File: src/hdl/pmq_pkg.sv
// Shared types, constants and the color-distance function of the palette quantizer.
package pmq_pkg;

    localparam int PMQ_DEPTH = 256;

    localparam int COLOR_W  = 24;
    localparam int CHAN_W   = 8;
    localparam int INDEX_W  = 8;
    localparam int COUNT_W  = 9;
    localparam int PADDR_W  = 4;
    localparam int PDATA_W  = 32;

    // Register index, taken from paddr[3:2].
    localparam logic [1:0] REG_TOLERANCE = 2'd0;
    localparam logic [1:0] REG_OFFSET    = 2'd1;
    localparam logic [1:0] REG_LIMIT     = 2'd2;

    localparam logic [CHAN_W-1:0]  TOLERANCE_RST = 8'd0;
    localparam logic [INDEX_W-1:0] OFFSET_RST    = 8'd64;
    localparam logic [COUNT_W-1:0] LIMIT_RST     = 9'd256;

    // Token that walks down the row of cells.
    typedef struct packed {
        logic               vld;
        logic               found;
        logic [COLOR_W-1:0] color;
    } t_tok;

    // Palette write broadcast to the cells.
    typedef struct packed {
        logic               en;
        logic [COLOR_W-1:0] color;
    } t_wr;

    function automatic logic chan_close(input logic [CHAN_W-1:0] a,
                                        input logic [CHAN_W-1:0] b,
                                        input logic [CHAN_W-1:0] tol);
        logic [CHAN_W-1:0] d;
        d = (a >= b) ? (a - b) : (b - a);
        return d <= tol;
    endfunction

    function automatic logic color_close(input logic [COLOR_W-1:0] a,
                                         input logic [COLOR_W-1:0] b,
                                         input logic [CHAN_W-1:0]  tol);
        return chan_close(a[7:0], b[7:0], tol) &&
               chan_close(a[15:8], b[15:8], tol) &&
               chan_close(a[23:16], b[23:16], tol);
    endfunction

endpackage

File: src/hdl/pmq_cell.sv
// One palette cell: holds one entry and passes the search token to its neighbor.
module pmq_cell
    import pmq_pkg::*;
#(
    parameter int K     = 0,
    parameter int IDX_W = 8,
    parameter int USE_W = 9
) (
    input  logic                i_clk,
    input  logic                i_rst_n,
    input  t_tok                i_tok,
    input  logic [IDX_W-1:0]    i_tok_pos,
    output t_tok                o_tok,
    output logic [IDX_W-1:0]    o_tok_pos,
    input  logic [COLOR_W-1:0]  i_pixel,
    input  logic [CHAN_W-1:0]   i_tol,
    input  logic [USE_W-1:0]    i_used,
    input  t_wr                 i_wr,
    input  logic [IDX_W-1:0]    i_wr_idx
);

    logic [COLOR_W-1:0] r_entry;
    t_tok               r_tok;
    logic [IDX_W-1:0]   r_pos;
    logic               match;

    // Only entries below the fill count take part; the others were never written.
    assign match = (USE_W'(K) < i_used) && color_close(r_entry, i_pixel, i_tol);

    always_ff @(posedge i_clk) begin
        if (i_wr.en && (i_wr_idx == IDX_W'(K))) begin
            r_entry <= i_wr.color;
        end
    end

    // The first match along the row wins; later cells pass it on untouched.
    always_ff @(posedge i_clk) begin
        if (!i_rst_n) begin
            r_tok.vld <= 1'b0;
        end else begin
            r_tok.vld <= i_tok.vld;
        end
        r_tok.found <= i_tok.found | match;
        if (!i_tok.found && match) begin
            r_tok.color <= r_entry;
            r_pos       <= IDX_W'(K);
        end else begin
            r_tok.color <= i_tok.color;
            r_pos       <= i_tok_pos;
        end
    end

    assign o_tok     = r_tok;
    assign o_tok_pos = r_pos;

endmodule

File: config.mk
export PLATFORM = sky130hd
export DESIGN_NAME = pmq_cell
export DESIGN_NICKNAME = d
export VERILOG_FILES = /design/src/hdl/pmq_pkg.sv /design/src/hdl/pmq_cell.sv
export SDC_FILE = /design/constraint.sdc
export NUM_CORES = 1
export LEC_CHECK = 0
export ABC_AREA = 0
export BUFFER_PORTS_ARGS = -buffer_cell sky130_fd_sc_hd__buf_2
export CAP_MARGIN = 0
export CORE_MARGIN = 3
export CORE_UTILIZATION = 56
export CTS_CLUSTER_SIZE = 30
export DETAILED_ROUTE_END_ITERATION = 10
export HOLD_SLACK_MARGIN = 0.03
export PLACE_DENSITY = 0.87
export SLEW_MARGIN = 0
export SYNTH_ARGS = -nofsm -noshare
export SYNTH_HDL_FRONTEND = slang
export SYNTH_SLANG_ARGS = --single-unit
File: constraint.sdc
create_clock -name i_clk -period 9.8 [get_ports i_clk]
set_input_delay 1.47 -clock i_clk [delete_from_list [all_inputs] [get_ports i_clk]]
set_output_delay 1.47 -clock i_clk [all_outputs]
set_load 0.005 [all_outputs]
Yosys cells after proc, flatten, opt, wreduce, memory -nomap -nowiden --
Cells that the tools add are included.
Storage, ports and cells: bits in registers 58, input port bits 110, output and inout port bits 34, logic and storage cells 30
Operators by class: add/sub/neg operators 6, order comparisons 7, mux-type cells 4, bitwise operators 1, reductions and logical operators 7
Operator list (number):
- subtractor 8 bit | 6
- >= comparator 8 bit | 3
- less-or-equal comparator 8 bit | 3
- two-way mux 24 bit | 1
- two-way mux 8 bit | 3
- less-than comparator 1 x 9 -> 1 bit (first input constant) | 1
- zero test 8 bit | 1
- logical AND 1 bit | 5
- zero test 1 bit | 1
- bitwise OR 1 bit | 1

Logic depth before layout (Yosys ltp) --
Gate-level depths: netlist of the first run.
depth after elaboration 8, mapped depth 18, mapped depth without buffers 17

Least setup slack after synthesis of the first run --
No wires, ideal clock.
kind input to register, from input port i_pixel[13], to register r_tok, in the netlist o_tok[10], library setup time 0.121 ns, arrival time 4.959 ns, required time 9.679 ns, path slack 4.720 ns, stages 17, buffers on the path 2, path through inv_1 -> ha_1 -> buf_2 -> a211oi_1 -> o21ai_0 -> nor2_1 -> mux2_2 -> a21oi_1 -> xnor2_1 -> ha_1 -> nand2_1 -> or3b_2 -> a21oi_1 -> nor4_1 -> nand4b_1 -> buf_2 -> mux2_2
On the way: word-level cells in the longest chain between the ends 8, elaborated cells on any way between the ends 10, those cells by class add/sub (2); order compare (2); mux (2); reduce/logical (4)
Ends and longest elaborated chain:
- start: declaration | line pmq_cell.sv:15 | input logic [COLOR_W-1:0] i_pixel,
- subtractor 8 bit or >= comparator 8 bit (tied branches) | line pmq_pkg.sv:39 | d = (a >= b) ? (a - b) : (b - a);
- two-way mux 8 bit (*) | line pmq_pkg.sv:39
- less-or-equal comparator 8 bit (*) | line pmq_pkg.sv:40 | return d <= tol;
- logical AND 1 bit (*) | line pmq_pkg.sv:46 | return chan_close(a[7:0], b[7:0], tol) &&
- logical AND 1 bit (*) | line pmq_pkg.sv:47 | chan_close(a[15:8], b[15:8], tol) &&
- logical AND 1 bit (*) | line pmq_cell.sv:28 | assign match = (USE_W'(K) < i_used) && color_close(r_entry, i_pixel, i_tol);
- logical AND 1 bit (*) | line pmq_cell.sv:44 | if (!i_tok.found && match) begin
- two-way mux 24 bit (*) | line pmq_cell.sv:44
- end: declaration | line pmq_cell.sv:23 | t_tok r_tok;
Every way passes the cells marked *; elsewhere a longest branch is shown, timed or not. A chain may end at the register's enable or synchronous reset.

Worst setup path after layout of the first run --
from input port i_pixel[0], to register r_tok, in the netlist o_tok[16]
The elaborated chain is that of the path after synthesis.

==> results.sh, run 1 <==
export IMPL_use_met3_pct=6.71
export IMPL_path_cells="buf_2, ha_1, inv_1, fa_1, a21o_1, a211oi_2, o21ai_2, a2bb2oi_1, a2111oi_0, a2111oi_0, ha_1, a21oi_1, o21ai_0, o31a_1, a31oi_1, nand4b_1, buf_4, mux2_2"
export IMPL_final_cells=716
export IMPL_wire_per_inst_um=15.4
export IMPL_crit_family="compound AO/OA/AOI/OAI gates"
export IMPL_worst_clock_skew_ns=0.0105
export IMPL_cpPeakStageDelay_ns=0.70
export IMPL_synth_cell_types=51
export IMPL_worst_hold_path_type="flop to flop"
export IMPL_cp_end_kind="flop"
export IMPL_design_area_um2=5460
export IMPL_postCtsSetupBuffers=0
export IMPL_p_leak_nw=2.68
export IMPL_cts_htree_levels=3
export IMPL_crit_slowest_cell="nand4b_1"
export IMPL_dp_cells=699
export IMPL_grt_pass1_vias=4125
export IMPL_yosysWarnings=0
export IMPL_grt_use_met2_pct=48.2
export IMPL_r2r_start="r_entry[0]"
export IMPL_yosys_top_cells_count="ha_1 (69), inv_1 (68), a21oi_1 (34), dfxtp_1 (34), mux2_2 (30)"
export IMPL_die_y_um=95.2
export IMPL_total_power_mw=0.669
export IMPL_cp_arrival_ns=6.21
export IMPL_cts_clk_slew_worst_paths_ns=0.07
export IMPL_start_kind="input pin"
export IMPL_grt_pass1_wl_um=18200
export IMPL_cts_tree="yes"
export IMPL_syn_area_um2=4450
export IMPL_path_max_fanout=20
export IMPL_timing_critical_path_to="o_tok[16]"
export IMPL_core_um2=7490
export IMPL_std_cell_rows=31
export IMPL_io_pins=144
export IMPL_top_usage_layer="met2"
export IMPL_final_period_utilization_pct=61.0
export IMPL_postCtsResizedCells=0
export IMPL_die_w_um=95.2
export IMPL_synth_main_ff_cell="dfxtp_1"
export IMPL_areaGrowthSynthToFinish_pct=22.6
export IMPL_synth_seq_cells=58
export IMPL_antenna_found_initial=1
export IMPL_drt_total_wl_um=11000
export IMPL_final_util_pct=72.9
export IMPL_syn_inst=465
export IMPL_rrSetupSlack_ns=4.52
export IMPL_setup_viol=0
export IMPL_maxCapViolCount=0
export IMPL_synth_edff_count=24
export IMPL_drt_iter0_markers=132
export IMPL_initial_utilization_pct=59.5
export IMPL_numPortBuffers=143
export IMPL_tightest_slew_ns=0.838
export IMPL_numCtsBuffers=9
export IMPL_cp_depth=18
export IMPL_dr_pass1_iters=4
export IMPL_min_from="r_entry[23]"
export IMPL_use_met1_pct=28.1
export IMPL_synth_top_cell_by_area="ha_1"
export IMPL_peakVddDrop_v=0.0000922
export IMPL_cts_root_buffer="clkbuf_8"
export IMPL_holdWs_ns=0.525
export IMPL_seq_area_frac_synth_pct=31.5
export IMPL_hold_viol=0
export IMPL_viasPerCell=5.48
export IMPL_r2r_end="o_tok[16]"
export IMPL_synthesis_nets=650
export IMPL_fmax_mhz=167
export IMPL_cts_sinks=58
export IMPL_dr_total_vias=3923
export IMPL_rsz0062_at_grt="no"
export IMPL_hold_buffers=0
export IMPL_grt_ovfl_total=0
export IMPL_reg2reg_depth=18
export IMPL_dieArea_um2=9060
export IMPL_slew_viol_final=0
export IMPL_crit_required_ns=10.03
export IMPL_antenna_left=0
export IMPL_yosys_area_top_type_share_pct=19.4
export IMPL_maxSlewHeadroom_pct=43.8
export IMPL_clock_path_buffers=2
export IMPL_synth_most_common_cell="ha_1"
export IMPL_status="complete, no violations"
export IMPL_fin_ws_ns=3.82
export IMPL_grt_util_all_layers_pct=25.7
export IMPL_clock_latency_ns=0.34
export IMPL_yosys_top_cells_area="ha_1 (19%), edfxtp_1 (16%), dfxtp_1 (15%)"
export IMPL_grt_start_max_net_pins=25
export IMPL_path_buf_inv=3
export IMPL_dpl_cell_area_um2=5270
export IMPL_timing_setup_tns_ns=0
export IMPL_pre_cts_ws_ns=3.46
export IMPL_drive_gt1_share_pct=32.5
export IMPL_hpwl_um=8970
export IMPL_crit_type="input pin to flop"
export IMPL_async_flop_share_pct=0
export IMPL_p_per_area_nw_per_um2=123
export IMPL_fin_nets=796
export IMPL_cp_startpoint="i_pixel[0]"
export IMPL_route_detailed_drc=0
export IMPL_min_period_ns=5.98
export IMPL_place_gp_congestion=0.882
export IMPL_postSynthAreaPerCell_um2=9.58
-- layout by cell type, fill, tap and decap left out, types with 2 or more instances in the layout --
| master | count |
|---|---|
| buf_4 | 2 |
| nor2b_1 | 9 |
| o31a_1 | 2 |
| o41ai_1 | 2 |
| nand2_1 | 15 |
| a31oi_1 | 4 |
| dfxtp_1 | 34 |
| o211ai_1 | 10 |
| clkbuf_8 | 9 |
| o21ai_0 | 20 |
| a32o_1 | 2 |
| xor2_1 | 3 |
| nor4_1 | 5 |
| o21a_1 | 3 |
| a32oi_1 | 2 |
| buf_2 | 143 |
| and3_1 | 3 |
| mux2_1 | 2 |
| o31ai_1 | 2 |
| nor3_1 | 5 |
| nor2_1 | 17 |
| a21o_1 | 7 |
| fa_1 | 6 |
| nand2b_1 | 3 |
| nand4b_1 | 2 |
| and2_1 | 13 |
| a2111oi_0 | 3 |
| a21oi_1 | 34 |
| xnor2_1 | 13 |
| ha_1 | 69 |
| edfxtp_1 | 24 |
| inv_1 | 68 |
| nand4_1 | 8 |
| a31o_2 | 3 |
| clkbuf_1 | 2 |
| nand3_1 | 8 |
| mux2i_1 | 6 |
| mux2_2 | 30 |
| nand3b_1 | 3 |
-- routing by layer --
layer	routed length, um	vias to the layer above
li1	-	1939
met5	0	-
met2	5700	149
met1	4290	1819
met4	193	0
met3	825	16
-- cell families (layout without fill, tap and decap cells) --
logic type,after synthesis,after routing,synth area share [%]
AOI/OAI and AO/OA,102,102,15.1
and+or+nand+nor,98,98,12.0
buffers and inverters,78,229,6.74
adders and majority gates,75,75,22.1
DFF,58,58,31.5
muxes,38,38,9.44
xor gates and xnor gates,16,16,3.15
other,0,1,0
-- worst reg2reg max path, delay by kind of cell, from the launching register on --
family / cells / cell delay [ns]
multiplexers: 1 / 0.31
adder cells (fa/ha/maj): 3 / 0.84
AO/OA/AOI/OAI: 10 / 2.22
AND/OR/NAND/NOR: 1 / 0.70
flip-flops: 1 / 0.45
buffers and inverters: 3 / 0.63
-- report_power, final --
group          total [mW]  internal, mW  switching (mW)
Sequential          0.272         0.268         0.00431
Clock               0.218         0.117           0.101
Combinational       0.179        0.0896          0.0896
-- flip-flops by register name, indices dropped and copies added (netlist names) --
name       flops
o_tok         26
r_entry       24
o_tok_pos      8
-- cell type report --
| cell class | instances | area (um2) |
|---|---|---|
| antenna | 1 | 2.50 |
| fill | 575 | 2030 |
| timing repair buffer | 145 | 731 |
| multi-input combinational | 329 | 2760 |
| clock buffer | 11 | 131 |
| sequential | 58 | 1400 |
| clock inverter | 5 | 55.1 |
| inverter | 68 | 255 |
| tap | 99 | 124 |
-- worst min path at each step --
stage | slack [ns] | depth (start not counted) | end
after detailed placement | 0.51 | 1 | o_tok[23]
after floorplan | 0.48 | 1 | o_tok[23]
after global routing | 0.56 | 1 | o_tok[15]
after CTS | 0.53 | 1 | o_tok[7]
after global placement | 0.50 | 1 | o_tok[7]
final | 0.53 | 1 | o_tok[23]
(Power assumes the default switching activity.)
==> run 2: changes to the inputs <==
Settings changed: ABC_AREA 0 to 1, CORE_UTILIZATION 56 to 48, PLACE_DENSITY 0.87 to 0.78.
Clock period 9.8 ns to 5.5 ns, I/O delays scaled along.
==> results.sh, run 2 <==
export IMPL_final_period_utilization_pct=65.9
export IMPL_yosysWarnings=0
export IMPL_cts_root_buffer="clkbuf_8"
export IMPL_clock_latency_ns=0.34
export IMPL_yosys_top_cells_area="ha_1 (18%), edfxtp_1 (15%), nand2_1 (15%)"
export IMPL_postCtsResizedCells=0
export IMPL_rsz0062_at_grt="no"
export IMPL_insertedDiodeCount=0
export IMPL_largest_reg_flops=26
export IMPL_syn_area_um2=4850
export IMPL_drt_total_wl_um=12100
export IMPL_start_kind="input pin"
export IMPL_areaGrowthSynthToFinish_pct=20.3
export IMPL_numCtsBuffers=9
export IMPL_synth_simple_area_share_pct=25.1
export IMPL_fin_nets=976
export IMPL_synthMuxAreaShare_pct=0
export IMPL_timing_setup_tns_ns=0
export IMPL_synth_edff_count=24
export IMPL_cts_clk_slew_worst_paths_ns=0.07
export IMPL_yosys_top_cells_count="nand2_1 (188), inv_1 (102), ha_1 (69), a21oi_1 (38), nand3_1 (35)"
export IMPL_tightest_slew_ns=1.13
export IMPL_dr_total_vias=4572
export IMPL_total_power_mw=1.24
export IMPL_p_leak_nw=3.26
export IMPL_synth_seq_cells=58
export IMPL_antenna_left=0
export IMPL_viasPerCell=4.92
export IMPL_cts_tree="yes"
export IMPL_dr_pass1_iters=5
export IMPL_maxCapViolCount=0
export IMPL_place_gp_congestion=0.935
export IMPL_worst_hold_path_type="flop to flop"
export IMPL_postCtsSetupBuffers=0
export IMPL_grt_pass1_wl_um=19800
export IMPL_synth_top_family_by_area="simple AND/OR/NAND/NOR gates"
export IMPL_status="complete, no violations"
export IMPL_synth_xor_area_share_pct=5.60
export IMPL_final_cells=929
export IMPL_synth_main_ff_cell="dfxtp_1"
export IMPL_clock_path_buffers=2
export IMPL_core_um2=9770
export IMPL_route_detailed_drc=0
export IMPL_die_y_um=106
export IMPL_grt_start_max_net_pins=35
export IMPL_grt_pass1_vias=4569
export IMPL_setup_viol=0
export IMPL_drt_iter0_markers=209
export IMPL_hpwl_um=10100
export IMPL_numPortBuffers=143
export IMPL_io_pins=144
export IMPL_synth_cell_types=34
export IMPL_grt_util_all_layers_pct=21.6
export IMPL_synth_top_cell_by_area="ha_1"
export IMPL_final_common_cell="nand2_1"
export IMPL_cp_end_kind="flop"
export IMPL_dieArea_um2=11300
export IMPL_syn_inst=651
export IMPL_seq_area_frac_synth_pct=28.9
export IMPL_min_period_ns=3.62
export IMPL_fmax_mhz=276
export IMPL_yosys_area_top_type_share_pct=17.8
export IMPL_initial_utilization_pct=49.6
export IMPL_cts_sinks=58
export IMPL_antenna_found_initial=0
export IMPL_crit_type="input pin to flop"
export IMPL_std_cell_rows=36
export IMPL_most_common_layout_cells="nand2_1 (188), buf_2 (143), inv_1 (102)"
export IMPL_holdWs_ns=0.495
export IMPL_synthesis_nets=836
export IMPL_die_w_um=106
export IMPL_drive_gt1_share_pct=22.6
export IMPL_cts_htree_levels=3
export IMPL_hold_buffers=0
export IMPL_crit_required_ns=5.77
export IMPL_p_per_area_nw_per_um2=213
export IMPL_postSynthAreaPerCell_um2=7.44
export IMPL_cp_arrival_ns=3.90
export IMPL_dp_cells=913
export IMPL_path_max_fanout=32
export IMPL_peakVddDrop_v=0.000168
export IMPL_slew_viol_final=0
export IMPL_synth_compound_area_share_pct=9.42
export IMPL_grt_ovfl_total=0
export IMPL_hold_viol=0
export IMPL_maxSlewHeadroom_pct=24.9
export IMPL_wire_per_inst_um=13.0
export IMPL_async_flop_share_pct=0
export IMPL_synth_fa_ha_area_share_pct=20.3
export IMPL_synth_most_common_cell="nand2_1"
export IMPL_worst_clock_skew_ns=0.0129
run 2: final timing paths:
kind / start / endpoint / slack [ns] / cells after the start
worst min register to register: r_entry[7] / o_tok[7] / 0.50 / 2
worst max-delay path: i_pixel[16] / o_tok[4] / 1.88 / 22
worst min-delay path: r_entry[7] / o_tok[7] / 0.50 / 2
worst max register to register: r_entry[16] / o_tok[4] / 1.93 / 22
run 2: power by group:
group / total, mW / leakage (nW) / internal, mW / switching [mW]
combinational: 0.357 / 2.65 / 0.148 / 0.209
sequential: 0.487 / 0.502 / 0.479 / 0.00786
clock: 0.395 / 0.104 / 0.231 / 0.164
run 2: metrics by stage:
stage	cell area, um2	util [%]	setup slack, ns
final	5830	59.6	1.88
after global routing	5830	59.6	1.52
after global placement	5620	57.5	1.61
after floorplan	4850	-	2.17
after detailed placement	5620	57.5	1.53
after CTS	5830	59.6	1.88
run 2: worst max-delay path: stages:
cell and delay, ns:
buf_2 0.09, ha_1 0.17, inv_1 0.07, fa_1 0.42, nand3_1 0.11, nand2_1 0.09, o21ai_1 0.17, nand2_2 0.15
inv_2 0.13, nand2_1 0.06, nand2_1 0.07, inv_1 0.04, ha_1 0.28, a21oi_1 0.14, nor2_1 0.05, nor2_1 0.09
nand2_1 0.11, nand2_2 0.09, nand2_4 0.07, nor2_8 0.38, nand3_1 0.16, nand2_1 0.11
run 2: final cells by class:
cell class                      count  area, um2
Clock buffer                       15        199
Sequential cell                    58       1400
Tap cell                          133        166
Inverter                          108        405
Fill cell                         921       3950
Clock inverter                      1       5.00
Multi-Input combinational cell    470       2930
Timing Repair Buffer              144        723
run 2: kinds of logic after synthesis:
kind of cell	count (synthesis)
flops	58
xor+xnor	31
simple gates	282
compound gates	82
buf+inv	123
fa+ha+maj	75
run 2: routing by layer:
metal	up-vias	track usage, %	share of wire (%)
met5	-	0	0
met4	0	7.95	1.9
met3	20	3.28	5.0
met2	125	40.0	52
met1	2083	24.9	41
li1	2344	-	-
